**config.mk**
```make
export PLATFORM = sky130hd
export DESIGN_NAME = chct_ctrl_flat
export DESIGN_NICKNAME = d
export VERILOG_FILES = /design/src/rtl/chct_pkg.sv /design/src/rtl/chct_in_if.sv /design/src/rtl/chct_out_if.sv /design/src/rtl/chct_ctrl.sv /design/src/flat_wrapper.sv
export SDC_FILE = /design/constraint.sdc
export NUM_CORES = 1
export LEC_CHECK = 0
export BUFFER_PORTS_ARGS = -buffer_cell sky130_fd_sc_hd__buf_2
export CAP_MARGIN = 20
export CORE_ASPECT_RATIO = 1.4
export CORE_UTILIZATION = 35
export CTS_BUF_LIST = sky130_fd_sc_hd__clkbuf_8
export DETAILED_ROUTE_END_ITERATION = 10
export PLACE_DENSITY = 0.56
export SLEW_MARGIN = 20
export SYNTH_ARGS = -nofsm -noshare
export SYNTH_HDL_FRONTEND = slang
export SYNTH_SLANG_ARGS = --single-unit
```
**constraint.sdc**
```tcl
create_clock -name i_clk -period 6.3 [get_ports i_clk]
set_input_delay 0 -clock i_clk [delete_from_list [all_inputs] [get_ports i_clk]]
set_output_delay 0 -clock i_clk [all_outputs]
set_load 0.01 [all_outputs]
```
**src/rtl/chct_pkg.sv**
```systemverilog
`default_nettype none
// ----------------------------------------------------------------------------
// chct_pkg
// Types, constants and helper functions shared by the cell hit count table.
// ----------------------------------------------------------------------------
package chct_pkg;

    localparam int ID_W    = 64;
    localparam int CNT_W   = 32;
    localparam int LAYER_W = 32;
    localparam int CELLS_W = 9;
    localparam int CFG_W   = 6;
    localparam int CFG_IDX_W = 1;

    localparam logic OP_RECORD = 1'b0;
    localparam logic OP_QUERY  = 1'b1;

    localparam logic [CFG_IDX_W-1:0] CFG_LAYER_START = 1'b0;
    localparam logic [CFG_IDX_W-1:0] CFG_LAYER_COUNT = 1'b1;

    localparam logic [CFG_W-1:0] LAYER_START_RST = 6'd0;
    localparam logic [CFG_W-1:0] LAYER_COUNT_RST = 6'd8;

    typedef struct packed {
        logic [ID_W-1:0]    id;
        logic [LAYER_W-1:0] layer;
        logic [CNT_W-1:0]   count;
    } t_mem_data;

    typedef struct packed {
        logic rd_en;
        logic wr_entry;
        logic wr_count;
    } t_mem_ctl;

    typedef struct packed {
        logic [CNT_W-1:0]   cell_hits;
        logic               new_cell;
        logic               table_full;
        logic [CELLS_W-1:0] layer_cells;
    } t_result;

    function automatic logic [LAYER_W-1:0] f_extract_layer(
        input logic [ID_W-1:0]  id,
        input logic [CFG_W-1:0] start,
        input logic [CFG_W-1:0] bits
    );
        logic [ID_W-1:0]    shifted;
        logic [LAYER_W-1:0] mask;
        shifted = id >> start;
        if (bits == '0) begin
            mask = '0;
        end else if (bits >= CFG_W'(LAYER_W)) begin
            mask = '1;
        end else begin
            mask = (LAYER_W'(1) << bits[4:0]) - LAYER_W'(1);
        end
        return shifted[LAYER_W-1:0] & mask;
    endfunction

endpackage
`default_nettype wire

```
**src/rtl/chct_in_if.sv**
```systemverilog
`default_nettype none
// ----------------------------------------------------------------------------
// chct_in_if
// Input item channel: record or query op with valid/ready handshake.
// ----------------------------------------------------------------------------
interface chct_in_if;
    logic               valid;
    logic               ready;
    logic               op;
    logic signed [63:0] cell_id;
    logic        [31:0] layer_number;

    modport source (output valid, output op, output cell_id, output layer_number,
                    input ready);
    modport sink   (input valid, input op, input cell_id, input layer_number,
                    output ready);
endinterface
`default_nettype wire

```
**src/rtl/chct_out_if.sv**
```systemverilog
`default_nettype none
// ----------------------------------------------------------------------------
// chct_out_if
// Result item channel with valid/ready handshake.
// ----------------------------------------------------------------------------
interface chct_out_if;
    logic        valid;
    logic        ready;
    logic [31:0] cell_hits;
    logic        new_cell;
    logic        table_full;
    logic [8:0]  layer_cells;

    modport source (output valid, output cell_hits, output new_cell,
                    output table_full, output layer_cells, input ready);
    modport sink   (input valid, input cell_hits, input new_cell,
                    input table_full, input layer_cells, output ready);
endinterface
`default_nettype wire

```
**src/rtl/chct_ctrl.sv**
```systemverilog
`default_nettype none
// ----------------------------------------------------------------------------
// chct_ctrl
// Scan sequencer: streams table reads, matches IDs or counts layers,
// writes back hit counts and appends new entries, holds config registers.
// ----------------------------------------------------------------------------
module chct_ctrl #(
    parameter int TABLE_DEPTH = 256
) (
    input  wire                                i_clk,
    input  wire                                i_rst_n,
    input  wire                                i_cfg_we,
    input  wire [chct_pkg::CFG_IDX_W-1:0]      i_cfg_idx,
    input  wire [chct_pkg::CFG_W-1:0]          i_cfg_data,
    chct_in_if.sink                            i_in,
    chct_out_if.source                         o_out,
    output chct_pkg::t_mem_ctl                 o_mem_ctl,
    output logic [$clog2(TABLE_DEPTH)-1:0]     o_rd_addr,
    output logic [$clog2(TABLE_DEPTH)-1:0]     o_wr_addr,
    output chct_pkg::t_mem_data                o_wr_data,
    input  chct_pkg::t_mem_data                i_rd_data
);
    import chct_pkg::*;

    localparam int AW = $clog2(TABLE_DEPTH);
    localparam int CW = $clog2(TABLE_DEPTH + 1);
    localparam logic [CW-1:0]      DEPTH_C   = CW'(TABLE_DEPTH);
    localparam logic [CELLS_W-1:0] CELLS_MAX = '1;

    typedef enum logic [1:0] {
        S_IDLE,
        S_SCAN,
        S_DONE
    } t_state;

    t_state             r_state;
    logic               r_op;
    logic [ID_W-1:0]    r_id;
    logic [LAYER_W-1:0] r_layer;
    logic [CW-1:0]      r_n;
    logic [CW-1:0]      r_idx;
    logic               r_pend;
    logic [AW-1:0]      r_pend_addr;
    logic [CW-1:0]      r_entry_count;
    logic [CFG_W-1:0]   r_cfg_start;
    logic [CFG_W-1:0]   r_cfg_bits;
    logic [CELLS_W-1:0] r_cells;
    t_result            r_res;
    logic               r_out_valid;
    t_result            r_out;

    logic             issue;
    logic             scan_end;
    logic             match;
    logic             append;
    logic             layer_hit;
    logic [CNT_W-1:0] inc_count;

    assign issue     = (r_state == S_SCAN) && (r_idx != r_n);
    assign scan_end  = (r_state == S_SCAN) && !r_pend && (r_idx == r_n);
    assign match     = (r_state == S_SCAN) && (r_op == OP_RECORD) && r_pend
                       && (i_rd_data.id == r_id);
    assign append    = scan_end && (r_op == OP_RECORD) && (r_n != DEPTH_C);
    assign layer_hit = r_pend && (i_rd_data.layer == r_layer);
    assign inc_count = (i_rd_data.count == '1) ? i_rd_data.count
                                               : i_rd_data.count + CNT_W'(1);

    assign o_mem_ctl.rd_en    = issue;
    assign o_mem_ctl.wr_entry = append;
    assign o_mem_ctl.wr_count = match || append;
    assign o_rd_addr          = r_idx[AW-1:0];
    assign o_wr_addr          = match ? r_pend_addr : r_n[AW-1:0];
    assign o_wr_data.id       = r_id;
    assign o_wr_data.layer    = f_extract_layer(r_id, r_cfg_start, r_cfg_bits);
    assign o_wr_data.count    = match ? inc_count : CNT_W'(1);

    assign i_in.ready        = (r_state == S_IDLE);
    assign o_out.valid       = r_out_valid;
    assign o_out.cell_hits   = r_out.cell_hits;
    assign o_out.new_cell    = r_out.new_cell;
    assign o_out.table_full  = r_out.table_full;
    assign o_out.layer_cells = r_out.layer_cells;

    always_ff @(posedge i_clk) begin
        if (!i_rst_n) begin
            r_state       <= S_IDLE;
            r_pend        <= 1'b0;
            r_out_valid   <= 1'b0;
            r_entry_count <= '0;
            r_cfg_start   <= LAYER_START_RST;
            r_cfg_bits    <= LAYER_COUNT_RST;
        end else begin
            if (i_cfg_we) begin
                unique case (i_cfg_idx)
                    CFG_LAYER_START: r_cfg_start <= i_cfg_data;
                    CFG_LAYER_COUNT: r_cfg_bits  <= i_cfg_data;
                    default: ;
                endcase
            end

            if (r_out_valid && o_out.ready && r_state != S_DONE) begin
                r_out_valid <= 1'b0;
            end

            unique case (r_state)
                S_IDLE: begin
                    if (i_in.valid) begin
                        r_op    <= i_in.op;
                        r_id    <= i_in.cell_id;
                        r_layer <= i_in.layer_number;
                        r_n     <= r_entry_count;
                        r_idx   <= '0;
                        r_cells <= '0;
                        r_pend  <= 1'b0;
                        r_state <= S_SCAN;
                    end
                end
                S_SCAN: begin
                    r_pend <= issue;
                    if (issue) begin
                        r_pend_addr <= r_idx[AW-1:0];
                        r_idx       <= r_idx + CW'(1);
                    end
                    if (r_op == OP_QUERY && layer_hit && r_cells != CELLS_MAX) begin
                        r_cells <= r_cells + CELLS_W'(1);
                    end
                    if (match) begin
                        r_res.cell_hits   <= inc_count;
                        r_res.new_cell    <= 1'b0;
                        r_res.table_full  <= 1'b0;
                        r_res.layer_cells <= '0;
                        r_state           <= S_DONE;
                    end else if (scan_end) begin
                        if (r_op == OP_QUERY) begin
                            r_res.cell_hits   <= '0;
                            r_res.new_cell    <= 1'b0;
                            r_res.table_full  <= 1'b0;
                            r_res.layer_cells <= r_cells;
                        end else if (append) begin
                            r_res.cell_hits   <= CNT_W'(1);
                            r_res.new_cell    <= 1'b1;
                            r_res.table_full  <= 1'b0;
                            r_res.layer_cells <= '0;
                            r_entry_count     <= r_n + CW'(1);
                        end else begin
                            r_res.cell_hits   <= '0;
                            r_res.new_cell    <= 1'b0;
                            r_res.table_full  <= 1'b1;
                            r_res.layer_cells <= '0;
                        end
                        r_state <= S_DONE;
                    end
                end
                S_DONE: begin
                    if (!r_out_valid || o_out.ready) begin
                        r_out_valid <= 1'b1;
                        r_out       <= r_res;
                        r_state     <= S_IDLE;
                    end
                end
                default: r_state <= S_IDLE;
            endcase
        end
    end

endmodule
`default_nettype wire
```
**src/flat_wrapper.sv**
```systemverilog
// flat-port wrapper written by rule: the top's interface ports become plain ports
module chct_ctrl_flat import chct_pkg::*;
#(
    parameter int TABLE_DEPTH = 256
)
  (i_clk, i_rst_n, i_cfg_we, i_cfg_idx, i_cfg_data, o_mem_ctl, o_rd_addr, o_wr_addr, o_wr_data, i_rd_data, i_in_valid, i_in_op, i_in_cell_id, i_in_layer_number, i_in_ready, o_out_valid, o_out_cell_hits, o_out_new_cell, o_out_table_full, o_out_layer_cells, o_out_ready);
  chct_in_if i_in_i ();
  chct_out_if o_out_i ();
  input  wire i_clk;
  input  wire i_rst_n;
  input  wire i_cfg_we;
  input  wire [chct_pkg::CFG_IDX_W-1:0] i_cfg_idx;
  input  wire [chct_pkg::CFG_W-1:0] i_cfg_data;
  output chct_pkg::t_mem_ctl o_mem_ctl;
  output logic [$clog2(TABLE_DEPTH)-1:0] o_rd_addr;
  output logic [$clog2(TABLE_DEPTH)-1:0] o_wr_addr;
  output chct_pkg::t_mem_data o_wr_data;
  input  chct_pkg::t_mem_data i_rd_data;
  input wire logic [$bits(i_in_i.valid)-1:0] i_in_valid;
  input wire logic [$bits(i_in_i.op)-1:0] i_in_op;
  input wire logic [$bits(i_in_i.cell_id)-1:0] i_in_cell_id;
  input wire logic [$bits(i_in_i.layer_number)-1:0] i_in_layer_number;
  output wire logic [$bits(i_in_i.ready)-1:0] i_in_ready;
  output wire logic [$bits(o_out_i.valid)-1:0] o_out_valid;
  output wire logic [$bits(o_out_i.cell_hits)-1:0] o_out_cell_hits;
  output wire logic [$bits(o_out_i.new_cell)-1:0] o_out_new_cell;
  output wire logic [$bits(o_out_i.table_full)-1:0] o_out_table_full;
  output wire logic [$bits(o_out_i.layer_cells)-1:0] o_out_layer_cells;
  input wire logic [$bits(o_out_i.ready)-1:0] o_out_ready;
  assign i_in_i.valid = i_in_valid;
  assign i_in_i.op = i_in_op;
  assign i_in_i.cell_id = i_in_cell_id;
  assign i_in_i.layer_number = i_in_layer_number;
  assign i_in_ready = i_in_i.ready;
  assign o_out_valid = o_out_i.valid;
  assign o_out_cell_hits = o_out_i.cell_hits;
  assign o_out_new_cell = o_out_i.new_cell;
  assign o_out_table_full = o_out_i.table_full;
  assign o_out_layer_cells = o_out_i.layer_cells;
  assign o_out_i.ready = o_out_ready;
  chct_ctrl #(.TABLE_DEPTH(TABLE_DEPTH)) u_core (.i_clk(i_clk), .i_rst_n(i_rst_n), .i_cfg_we(i_cfg_we), .i_cfg_idx(i_cfg_idx), .i_cfg_data(i_cfg_data), .i_in(i_in_i), .o_out(o_out_i), .o_mem_ctl(o_mem_ctl), .o_rd_addr(o_rd_addr), .o_wr_addr(o_wr_addr), .o_wr_data(o_wr_data), .i_rd_data(i_rd_data));
endmodule
```
==> out/results.ini, run 1 <==
[outcome]
status = finished, final reports clean

[route]
detailedRoute.firstPassIterationCount = 6
routedWlPerCell_um = 24.5
route.detailed.vias_per_inst = 5.56
wl_um = 62100
drt_first_iter_violations = 1154
dr_total_vias = 14100
detail_route.drc_violations = 0
final_antenna_net_count = 0

[power]
p_int_mw = 2.85
power_spent_charging_and_discharging_nets_mw = 1.22
max_ir_drop_vdd_uv = 203
power_density_nw_per_um2 = 198
reg_power_frac = 0.469
leak_nw = 7.73
power.share.switching = 0.299
part_of_the_total_power_dissipated_in_combinational_logic = 0.208
clock_network_fraction_of_total_power = 0.323

[logic_synthesis]
ys_async_sr_fraction = 0
number_of_synthesized_flops_with_an_enable_pin = 218
post_synthesis_net_count = 1640
synthDominantCellAreaShare = 0.418
ys_top_cells_by_area = edfxtp_1 (42%), mux4_2 (12%), xor2_1 (4.6%)
synthDistinctLibCells = 70
syn_inst = 1396
syn_area_per_cell_um2 = 11.2
ys_seq_elements = 243
cell_taking_the_most_area_after_synthesis = edfxtp_1
synth_ff_type = edfxtp_1
post_syn_area_um2 = 15700
ys_seq_area_frac = 0.450
yosys_warnings = 0

[clock_network]
path_clk_slew_ns = 0.07
clk-insertion-delay-late_ns = 0.58
ctsLongestPathBuffers = 3
htree_num_levels = 2
ctsRootBufferMaster = clkbuf_8
clk_sinks = 243
numCtsBuffers = 39
cts_tree = done
ctsResizeCount = 0

[sta]
fin_crit_sh = 0.700
timing.clock.skew_ns = 0.0529
max_freq_ghz = 0.227
timing.final.setup_violations = 0
max-slew-margin-rel = 0.276
drv_slew = 0
timing_worst_slew_pin_value_ns = 1.08
period_minus_slack_ns = 4.41
rsz0062_at_grt = false
final_hold_viol_count = 0
setup_tns_ns = 0

[floorplan]
boundaryPins = 429
rows = 91
die_h_um = 252
die_outline_area_um2 = 45600
floorplan.die.width_um = 181
starting_density_of_the_core = 0.356
placeableCoreArea_um2 = 44100

[global_route]
grt_pass1_vias = 13900
total_congestion_overflow = 0
grt_pass1_wl_um = 90800
antenna_violations_before_repair = 32
total_routing_usage_reported_by_global_routing = 0.267
grt_max_degree = 78

[critical_path]
setup.reg_to_reg.worst_slack_ns = 2.39
critical_path_class = reg2out
regToRegStartpoint = u_core.r_id[33]
worst_r2r_endpoint = u_core.r_res[35]
timing.critical_path.arrival_ns = 4.41
required_time_of_the_critical_path_ns = 6.30
crit_fanout = 24
startpoint = u_core.r_cfg_bits[3]
critical_path.endpoint_type = output pin
timing.reg2reg.worst_path_depth = 7
worstSetupStartpointType = register
critical_path.endpoint = o_wr_data[46]

[cells_and_area]
area_delta_synth_final_pct = 31.0
nets = 2183
nFillCells = 4111
layout.cells.non_filler = 2537
final_layout_size_suffix_gt1_frac = 0.325

[placement]
gpl.final_weighted_congestion = 0.974
port_buffers = 428
dpl.hpwl_um = 48100
dp_cells = 2294

[job]
max_cap_viol_count = 0

[hold_path]
min_path_cells = 2
classification_of_the_worst_slack_hold_path = in2reg

synthesized netlist by cell type (15+ instances only):
cell type,number
dfxtp_1,25
nor2b_1,19
nand3_1,43
mux2_2,39
nor3_1,22
nor4_1,24
xnor2_1,47
nor2_1,150
inv_1,35
nand2_1,104
and3_1,18
xor2_1,82
o211ai_1,15
mux2i_1,60
a21oi_1,54
buf_2,26
nand4_1,28
o21ai_0,45
buf_4,16
mux4_2,85
edfxtp_1,218
clkbuf_1,46
o22ai_1,19
and2_1,16
power by group through the flow:
stage	registers (mW)	clock network [mW]	logic [mW]
after floorplan	1.90	0	0.475
after global placement	1.94	0	0.755
after detailed placement	1.94	0	0.752
after CTS	1.91	1.36	0.839
after global routing	1.92	1.41	0.901
final	1.91	1.31	0.844
layout make-up:
cell class / count / area [µm²] / area share
flip-flops and latches: 243 / 7060 / 0.344
repair buffers: 603 / 3880 / 0.189
well taps: 558 / 698 / 0.0340
clock buffers: 40 / 551 / 0.0268
inverters: 38 / 143 / 0.00695
clock inverters: 31 / 180 / 0.00878
multi-input cells: 1014 / 8000 / 0.390
diodes: 10 / 25.0 / 0.00122
placed cells by master, fill, tap and decap left out, types with 21 or more instances in the layout:
| master | instances |
|---|---|
| xor2_1 | 82 |
| o21ai_0 | 45 |
| nor3_1 | 22 |
| buf_2 | 428 |
| dlygate4sd3_1 | 161 |
| nand4_1 | 28 |
| clkbuf_8 | 40 |
| nor2_1 | 149 |
| dfxtp_1 | 21 |
| nand2_1 | 104 |
| edfxtp_1 | 218 |
| nand3_1 | 43 |
| xnor2_1 | 47 |
| nor4_1 | 23 |
| mux2_2 | 39 |
| mux4_2 | 85 |
| a21oi_1 | 53 |
| inv_1 | 52 |
| mux2i_1 | 60 |
worst max-delay path: stages (launching register included):
cell	delay (ns)
dfxtp_1	0.89
nor3_1	0.20
inv_1	0.14
or3_1	0.12
ha_1	0.67
and2_0	0.43
nor2_1	0.11
o21ai_0	0.45
o211ai_1	0.17
o31ai_1	0.43
buf_2	0.22
state kept, by name, summed over array words and instances (netlist names), 2 cells and up:
register,cells
u_core.r_id,64
u_core.r_res,43
u_core.o_out.cell_hits,32
u_core.r_layer,32
u_core.o_out.layer_cells,9
u_core.r_cells,9
u_core.r_entry_count,9
u_core.r_idx,9
u_core.r_n,9
u_core.r_pend_addr,8
u_core.r_cfg_bits,6
u_core.r_cfg_start,6
u_core.r_state,2
how the worst min path moves through the flow:
| stage | startpoint | to | slack, ns |
|---|---|---|---|
| floorplan | i_rd_data[18] | o_wr_data[18] | 0.08 |
| global placement | i_in_layer_number[23] | u_core.r_layer[23] | 0.18 |
| detailed placement | i_in_layer_number[25] | u_core.r_layer[25] | 0.18 |
| CTS | i_in_op | u_core.r_op | 0.09 |
| global route | i_in_cell_id[35] | u_core.r_id[35] | 0.12 |
| finish | i_in_layer_number[30] | u_core.r_layer[30] | 0.13 |
through the flow:
| stage | util | setup slack, ns | power [mW] | hold slack (ns) | cell area, µm² |
|---|---|---|---|---|---|
| CTS | 0.465 | 1.82 | 4.10 | 0.0852 | 20500 |
| finish | 0.466 | 1.89 | 4.06 | 0.134 | 20500 |
| detailed placement | 0.412 | 1.81 | 2.69 | 0.178 | 18100 |
| global route | 0.466 | 1.68 | 4.23 | 0.117 | 20500 |
| floorplan | - | 1.71 | 2.37 | 0.0832 | 15700 |
| global placement | 0.412 | 1.87 | 2.69 | 0.177 | 18100 |
kinds of logic after synthesis:
group,count (synthesis),synth area share
flops,243,0.450
xor+xnor,129,0.0721
fa+ha+maj,7,0.00559
compound gates,230,0.0971
simple gates,458,0.139
mux,190,0.194
buf+inv,139,0.0421
what timing repair did:
item	4_1_cts	5_1_grt
hold endpoints to repair	153	0
buffers inserted	0	0
hold buffers	161	0
per-layer routing:
| layer | wire length, µm | GRT usage |
|---|---|---|
| met4 | 2320 | 0.104 |
| met3 | 5340 | 0.0824 |
| met2 | 31800 | 0.471 |
| met5 | 299 | 0 |
| met1 | 22300 | 0.298 |
(Power assumes the default switching activity.)
==> inputs of run 2 (changes only) <==
- ABC_AREA: not set -> 1
- PLACE_DENSITY: 0.56 -> 0.58
- clock period: 6.3 -> 3.9 ns (I/O delays scaled with it)
==> out/results.ini, run 2 <==
[critical_path]
worstSetupStartpointType = register
timing.reg2reg.worst_path_depth = 11  ; +4
critical_path_class = reg2out
setup.reg_to_reg.worst_slack_ns = 0.26  ; -2.13 ns
worst_r2r_endpoint = u_core.r_res[36]
critical_path.endpoint_type = output pin
regToRegStartpoint = u_core.r_op
crit_fanout = 45  ; +88%
timing.critical_path.arrival_ns = 3.73  ; -0.68 ns
required_time_of_the_critical_path_ns = 3.90  ; -2.40 ns

[route]
drt_first_iter_violations = 1747  ; +51%
final_antenna_net_count = 0  ; unchanged
dr_total_vias = 17900  ; +27%
wl_um = 66000  ; +6.3%
detailedRoute.firstPassIterationCount = 6  ; unchanged
route.detailed.vias_per_inst = 5.12  ; -7.9%
routedWlPerCell_um = 18.9  ; -23%
detail_route.drc_violations = 0  ; unchanged

[sta]
period_minus_slack_ns = 3.73
rsz0062_at_grt = false
timing_worst_slew_pin_value_ns = 0.954  ; -0.121 ns
drv_slew = 0  ; unchanged
final_hold_viol_count = 0  ; unchanged
timing.clock.skew_ns = 0.0510  ; -0.00191 ns
setup_tns_ns = 0  ; unchanged
max-slew-margin-rel = 0.360  ; +0.0834
fin_crit_sh = 0.955
timing.final.setup_violations = 0  ; unchanged
max_freq_ghz = 0.268

[logic_synthesis]
syn_inst = 2293  ; +64%
synthDistinctLibCells = 36  ; -49%
number_of_synthesized_flops_with_an_enable_pin = 218  ; unchanged
post_syn_area_um2 = 16400  ; +4.5%
post_synth_most_frequent_cells = nand2_1 (633), nand3_1 (373), nor2_1 (246), inv_1 (236), edfxtp_1 (218)
yosys_warnings = 0  ; unchanged
syn_area_per_cell_um2 = 7.14  ; -36%
ys_top_cells_by_area = edfxtp_1 (40%), nand2_1 (15%), nand3_1 (11%)
synth_ff_type = edfxtp_1
post-synth-top-count-cell = nand2_1
cell_taking_the_most_area_after_synthesis = edfxtp_1
synthDominantCellAreaShare = 0.400  ; -0.0178
ys_async_sr_fraction = 0  ; unchanged
ys_seq_area_frac = 0.430  ; -0.0192
post_synthesis_net_count = 2537  ; +55%
ys_seq_elements = 243  ; unchanged

[clock_network]
htree_num_levels = 2  ; unchanged
clk_sinks = 243  ; unchanged
path_clk_slew_ns = 0.08  ; about the same
post_cts.repair.setup_buffers = 0  ; unchanged
ctsLongestPathBuffers = 3  ; unchanged
numCtsBuffers = 42  ; +7.7%
cts_tree = done
ctsRootBufferMaster = clkbuf_8
clk-insertion-delay-late_ns = 0.61  ; +0.03 ns

[cells_and_area]
nets = 3095  ; +42%
top_regs = u_core.r_id: 64 flops, u_core.r_res: 43 flops
final_core_area_utilization = 0.469  ; +0.00319
largest_register_ffs = 64  ; unchanged
stdcell_area_um2 = 21600  ; +5.3%
largest_register = u_core.r_id
area_delta_synth_final_pct = 32.0
layout_commonest_cell = nand2_1
final_layout_size_suffix_gt1_frac = 0.193  ; -0.132
nFillCells = 4754  ; +16%
final_cell_mix = nand2_1 (633), buf_2 (428), nand3_1 (372)

[hold_path]
hold_start = i_in_cell_id[44]
min_to = u_core.r_id[44]
classification_of_the_worst_slack_hold_path = in2reg
min_path_cells = 2  ; unchanged

[power]
leak_nw = 10.4  ; +34%
power_density_nw_per_um2 = 336  ; +70%
max_ir_drop_vdd_uv = 306  ; +51%

[floorplan]
rows = 93  ; +2.2%
die_h_um = 258  ; +2.2%
floorplan.die.width_um = 185  ; +2.2%
starting_density_of_the_core = 0.355  ; -0.000381
die_outline_area_um2 = 47700  ; +4.4%
placeableCoreArea_um2 = 46100  ; +4.6%
boundaryPins = 429  ; unchanged

[global_route]
grt_pass1_wl_um = 98900  ; +8.9%
gr-max-usage-layer = met2
met3_layer_usage_reported_by_global_route = 0.0410  ; -0.0414
total_congestion_overflow = 0  ; unchanged
total_routing_usage_reported_by_global_routing = 0.272  ; +0.00498
grt_util_met1 = 0.322  ; +0.0242
grt_pass1_vias = 17200  ; +23%
grt_use_met2 = 0.476  ; +0.00481
antenna_violations_before_repair = 3  ; -91%
grt_max_degree = 108  ; +38%

[job]
max_cap_viol_count = 0  ; unchanged

[placement]
dpl.hpwl_um = 50300  ; +4.6%
port_buffers = 428  ; unchanged
gpl.final_weighted_congestion = 0.989  ; +1.5%
placement.cell_area_um2 = 19000  ; +5.0%

[outcome]
status = finished, final reports clean

==> run 2: critical path, stage by stage, from the launching register on <==
cell      delay, ns
edfxtp_1       0.59
nor2_1         0.36
nand4_1        0.26
nor3_1         0.19
nand3_1        0.09
nor2_1         0.37
nand3_2        0.23
buf_4          0.33
inv_2          0.28
nand2_1        0.11
nor2_1         0.13
buf_2          0.15
==> run 2: what timing repair did <==
item                                    4_1_cts  5_1_grt
endpoints found under the hold margin       152        0
resized for setup                             1        0
endpoints found under the setup margin        6        0
hold buffers                                170        0
==> run 2: final cells by class <==
cell class,count,area [µm²],share of cell area
multi-input cells,1696,7960,0.368
diodes,3,7.51,0.000347
clock buffers,44,606,0.0280
well taps,617,772,0.0357
inverters,248,931,0.0431
flip-flops and latches,243,7050,0.326
repair buffers,620,4030,0.187
clock inverters,29,258,0.0119
==> run 2: routing by layer <==
metal  part of all wire  vias to the layer above
met5                  0                        -
met4              0.050                        0
met3              0.066                      173
met2               0.50                      810
met1               0.39                     8173
li1                   -                     8754
==> run 2: cell families (layout without fill, tap and decap cells) <==
| family | after synthesis | in the layout | share of synthesized area |
|---|---|---|---|
| and+or+nand+nor | 1420 | 1420 | 0.377 |
| buffers and inverters | 354 | 941 | 0.0859 |
| DFF | 243 | 243 | 0.430 |
| AOI/OAI and AO/OA | 210 | 210 | 0.0695 |
| xor gates and xnor gates | 59 | 59 | 0.0316 |
| adders and majority gates | 7 | 7 | 0.00535 |
| other | 0 | 3 | 0 |
==> run 2: how the worst max path moves through the flow <==
stage	from	to	slack (ns)
floorplan	u_core.r_state[0]	u_core.r_id[0]	0.03
global placement	u_core.r_state[1]	o_wr_addr[7]	0.73
detailed placement	u_core.r_state[1]	o_wr_addr[4]	0.61
CTS	u_core.r_op	o_wr_data[17]	0.15
global route	u_core.r_op	o_wr_data[9]	0.02
finish	u_core.r_op	o_wr_data[31]	0.17
==> run 2: where the power goes <==
| part | total, mW | leakage [nW] | internal [mW] | switching, mW |
|---|---|---|---|---|
| logic | 1.72 | 7.68 | 0.633 | 1.09 |
| registers | 3.05 | 2.22 | 2.92 | 0.124 |
| clock network | 2.50 | 0.484 | 1.33 | 1.17 |
==> run 2: through the flow <==
step | hold slack (ns) | setup slack, ns | power, mW | cells
2_1_floorplan | 0.0989 | 0.0302 | 4.02 | 2293
3_3_place_gp | 0.176 | 0.726 | 4.67 | 3254
3_5_place_dp | 0.178 | 0.613 | 4.67 | 3254
4_1_cts | 0.0312 | 0.153 | 7.32 | 3497
5_1_grt | 0.0858 | 0.0169 | 7.60 | 3500
6_report | 0.0830 | 0.174 | 7.26 | 3500
==> inputs of run 3 (changes only) <==
- ABC_AREA: 1 -> 0
- CAP_MARGIN: 20 -> not set
==> out/results.ini, run 3 (same netlist as run 1, synthesis figures left out) <==
[global_route]
gr-max-usage-layer = met2
grt_pass1_wl_um = 91400  ; -7.6%
grt_use_met2 = 0.478  ; +0.00137
met3_layer_usage_reported_by_global_route = 0.0765  ; +0.0355
total_congestion_overflow = 0  ; unchanged
grt_util_met1 = 0.297  ; -0.0260
antenna_violations_before_repair = 28  ; +25
total_routing_usage_reported_by_global_routing = 0.269  ; -0.00261
grt_max_degree = 96  ; -11%
grt_pass1_vias = 14200  ; -17%

[cells_and_area]
layout_commonest_cell = buf_2
area.sequential_um2 = 7060  ; +0.11%
multi_input_comb_area_um2 = 8030  ; +0.90%
largest_register_ffs = 64  ; unchanged
area_delta_synth_final_pct = 32.2
top_regs = u_core.r_id: 64 flops, u_core.r_res: 43 flops
final_layout_size_suffix_gt1_frac = 0.334  ; +0.141
final_core_area_utilization = 0.470  ; +0.00102
largest_register = u_core.r_id
nets = 2205  ; -29%
stdcell_area_um2 = 20700  ; -4.2%
nFillCells = 4105  ; -14%
final_cell_mix = buf_2 (428), edfxtp_1 (218), dlygate4sd3_1 (159)

[floorplan]
die_h_um = 252  ; -2.1%
boundaryPins = 429  ; unchanged
die_outline_area_um2 = 45600  ; -4.2%
starting_density_of_the_core = 0.356  ; +0.000381
rows = 91  ; -2.2%
placeableCoreArea_um2 = 44100  ; -4.4%
floorplan.die.width_um = 181  ; -2.1%

[job]
max_cap_viol_count = 0  ; unchanged

[sta]
drv_slew = 0  ; unchanged
timing_worst_slew_pin_value_ns = 1.10  ; +0.145 ns
max_freq_ghz = 0.267  ; -0.40%
fin_hold_ws_ns = 0.128  ; +0.0448 ns
max-slew-margin-rel = 0.267  ; -0.0927
period_minus_slack_ns = 3.74  ; +0.0149 ns
setup_tns_ns = 0  ; unchanged
rsz0062_at_grt = false
timing.clock.skew_ns = 0.0469  ; -0.00407 ns
timing.final.setup_violations = 0  ; unchanged
fin_crit_sh = 0.959  ; +0.00381
final_hold_viol_count = 0  ; unchanged

[critical_path]
crit_fanout = 76  ; +69%
crit_buf_inv = 2  ; -1
timing.critical_path.slowest_stage_cell = or4_2
startpoint = u_core.r_id[2]
setup.reg_to_reg.worst_slack_ns = 0.73  ; +0.47 ns
required_time_of_the_critical_path_ns = 3.90  ; about the same
critical_path_cell_count = 8  ; -3
timing.reg2reg.worst_path_depth = 7  ; -4
worst_r2r_endpoint = u_core.r_res[29]
critical_path.endpoint_type = output pin
worst_path_dominant_cell_family = simple AND/OR/NAND/NOR gates
timing.critical_path.slowest_cell_delay_ns = 0.75  ; +0.16 ns
timing.critical_path.arrival_ns = 3.74  ; about the same
path_cells = xnor2_1, nand4_1, nor3_1, nand3_1, or4_2, buf_6, mux2_4, buf_2
worstSetupStartpointType = register
critical_path_class = reg2out
regToRegStartpoint = u_core.r_id[2]
critical_path.endpoint = o_wr_addr[1]

[placement]
port_buffers = 428  ; unchanged
gpl.final_weighted_congestion = 0.939  ; -5.0%
placement.cell_area_um2 = 18400  ; -3.5%
dpl.hpwl_um = 48100  ; -4.5%

[hold_path]
classification_of_the_worst_slack_hold_path = in2reg

[outcome]
status = finished, final reports clean

[route]
final_antenna_net_count = 0  ; unchanged
routedWlPerCell_um = 24.5  ; +30%
wl_um = 62700  ; -5.0%
detail_route.drc_violations = 0  ; unchanged
route.detailed.vias_per_inst = 5.60  ; +9.4%
dr_total_vias = 14300  ; -20%
drt_first_iter_violations = 1110  ; -36%
detailedRoute.firstPassIterationCount = 6  ; unchanged

[clock_network]
clk-insertion-delay-late_ns = 0.58  ; -0.03 ns
clk_sinks = 243  ; unchanged
htree_num_levels = 2  ; unchanged
cts_tree = done
ctsRootBufferMaster = clkbuf_8
post_cts.repair.setup_buffers = 0  ; unchanged
path_clk_slew_ns = 0.06  ; -0.02 ns
ctsLongestPathBuffers = 3  ; unchanged
numCtsBuffers = 38  ; -9.5%

[power]
power_density_nw_per_um2 = 313  ; -6.8%
leak_nw = 7.84  ; -25%
post_layout_power_mw = 6.49  ; -11%
max_ir_drop_vdd_uv = 332  ; +8.4%

==> run 3: changes by cell type in the layout (fill, tap and decap cells not counted), sizes merged, moves of 25 or more <==
cell   before  now
inv       260   51
nand4      56   28
mux4        0   85
xnor2      22   47
nor2      256  150
nand2     636  104
mux2i       0   60
mux2        0   45
nand3     376   43
nor3       68   22
o21ai      92   45
a21oi      79   54
xor2       37   82
==> run 3: how the worst min path moves through the flow <==
stage	startpoint	depth (start not counted)	to
after detailed placement	i_in_cell_id[21]	1	u_core.r_id[21]
after global placement	i_in_layer_number[17]	1	u_core.r_layer[17]
after floorplan	i_rd_data[18]	1	o_wr_data[18]
final	i_in_cell_id[21]	2	u_core.r_id[21]
after CTS	i_in_layer_number[15]	2	u_core.r_layer[15]
after global routing	i_in_op	2	u_core.r_op
==> run 3: cell type report <==
type	instances	area share
multi-input cells	1014	0.388
flip-flops and latches	243	0.341
repair buffers	626	0.197
well taps	558	0.0337
clock buffers	40	0.0266
inverters	38	0.00688
clock inverters	29	0.00658
diodes	8	0.000966
==> run 3: report_power, final <==
| part | leakage, nW | internal, mW | switching (mW) |
|---|---|---|---|
| clock | 0.399 | 0.962 | 1.04 |
| combinational | 5.39 | 0.665 | 0.735 |
| sequential | 2.05 | 2.92 | 0.166 |
==> run 3: worst register-to-register path, stage by stage (launching register included) <==
cell,delay (ns)
edfxtp_1,0.48
xnor2_1,0.50
nand4_1,0.15
nor3_1,0.33
nand3_1,0.11
or4_2,0.75
buf_6,0.29
a211oi_1,0.34
==> run 3: timing repair <==
action / 4_1_cts / 5_1_grt
endpoints found under the hold margin: 153 / 0
hold buffers: 159 / 0
endpoints found under the setup margin: 12 / 13
resized for setup: 2 / 5
pin swaps: 0 / 0
==> run 3: per-stage QoR <==
step,cells,setup WS [ns]
floorplan,1396,0.188
global placement,2320,0.477
detailed placement,2320,0.517
CTS,2548,0.00264
global route,2553,0.0355
finish,2556,0.160
==> run 3: routing by layer <==
metal / vias up / share of wire
met5: - / 0.0039
met3: 169 / 0.083
met2: 712 / 0.51
met4: 38 / 0.048
met1: 6946 / 0.36
li1: 6438 / -
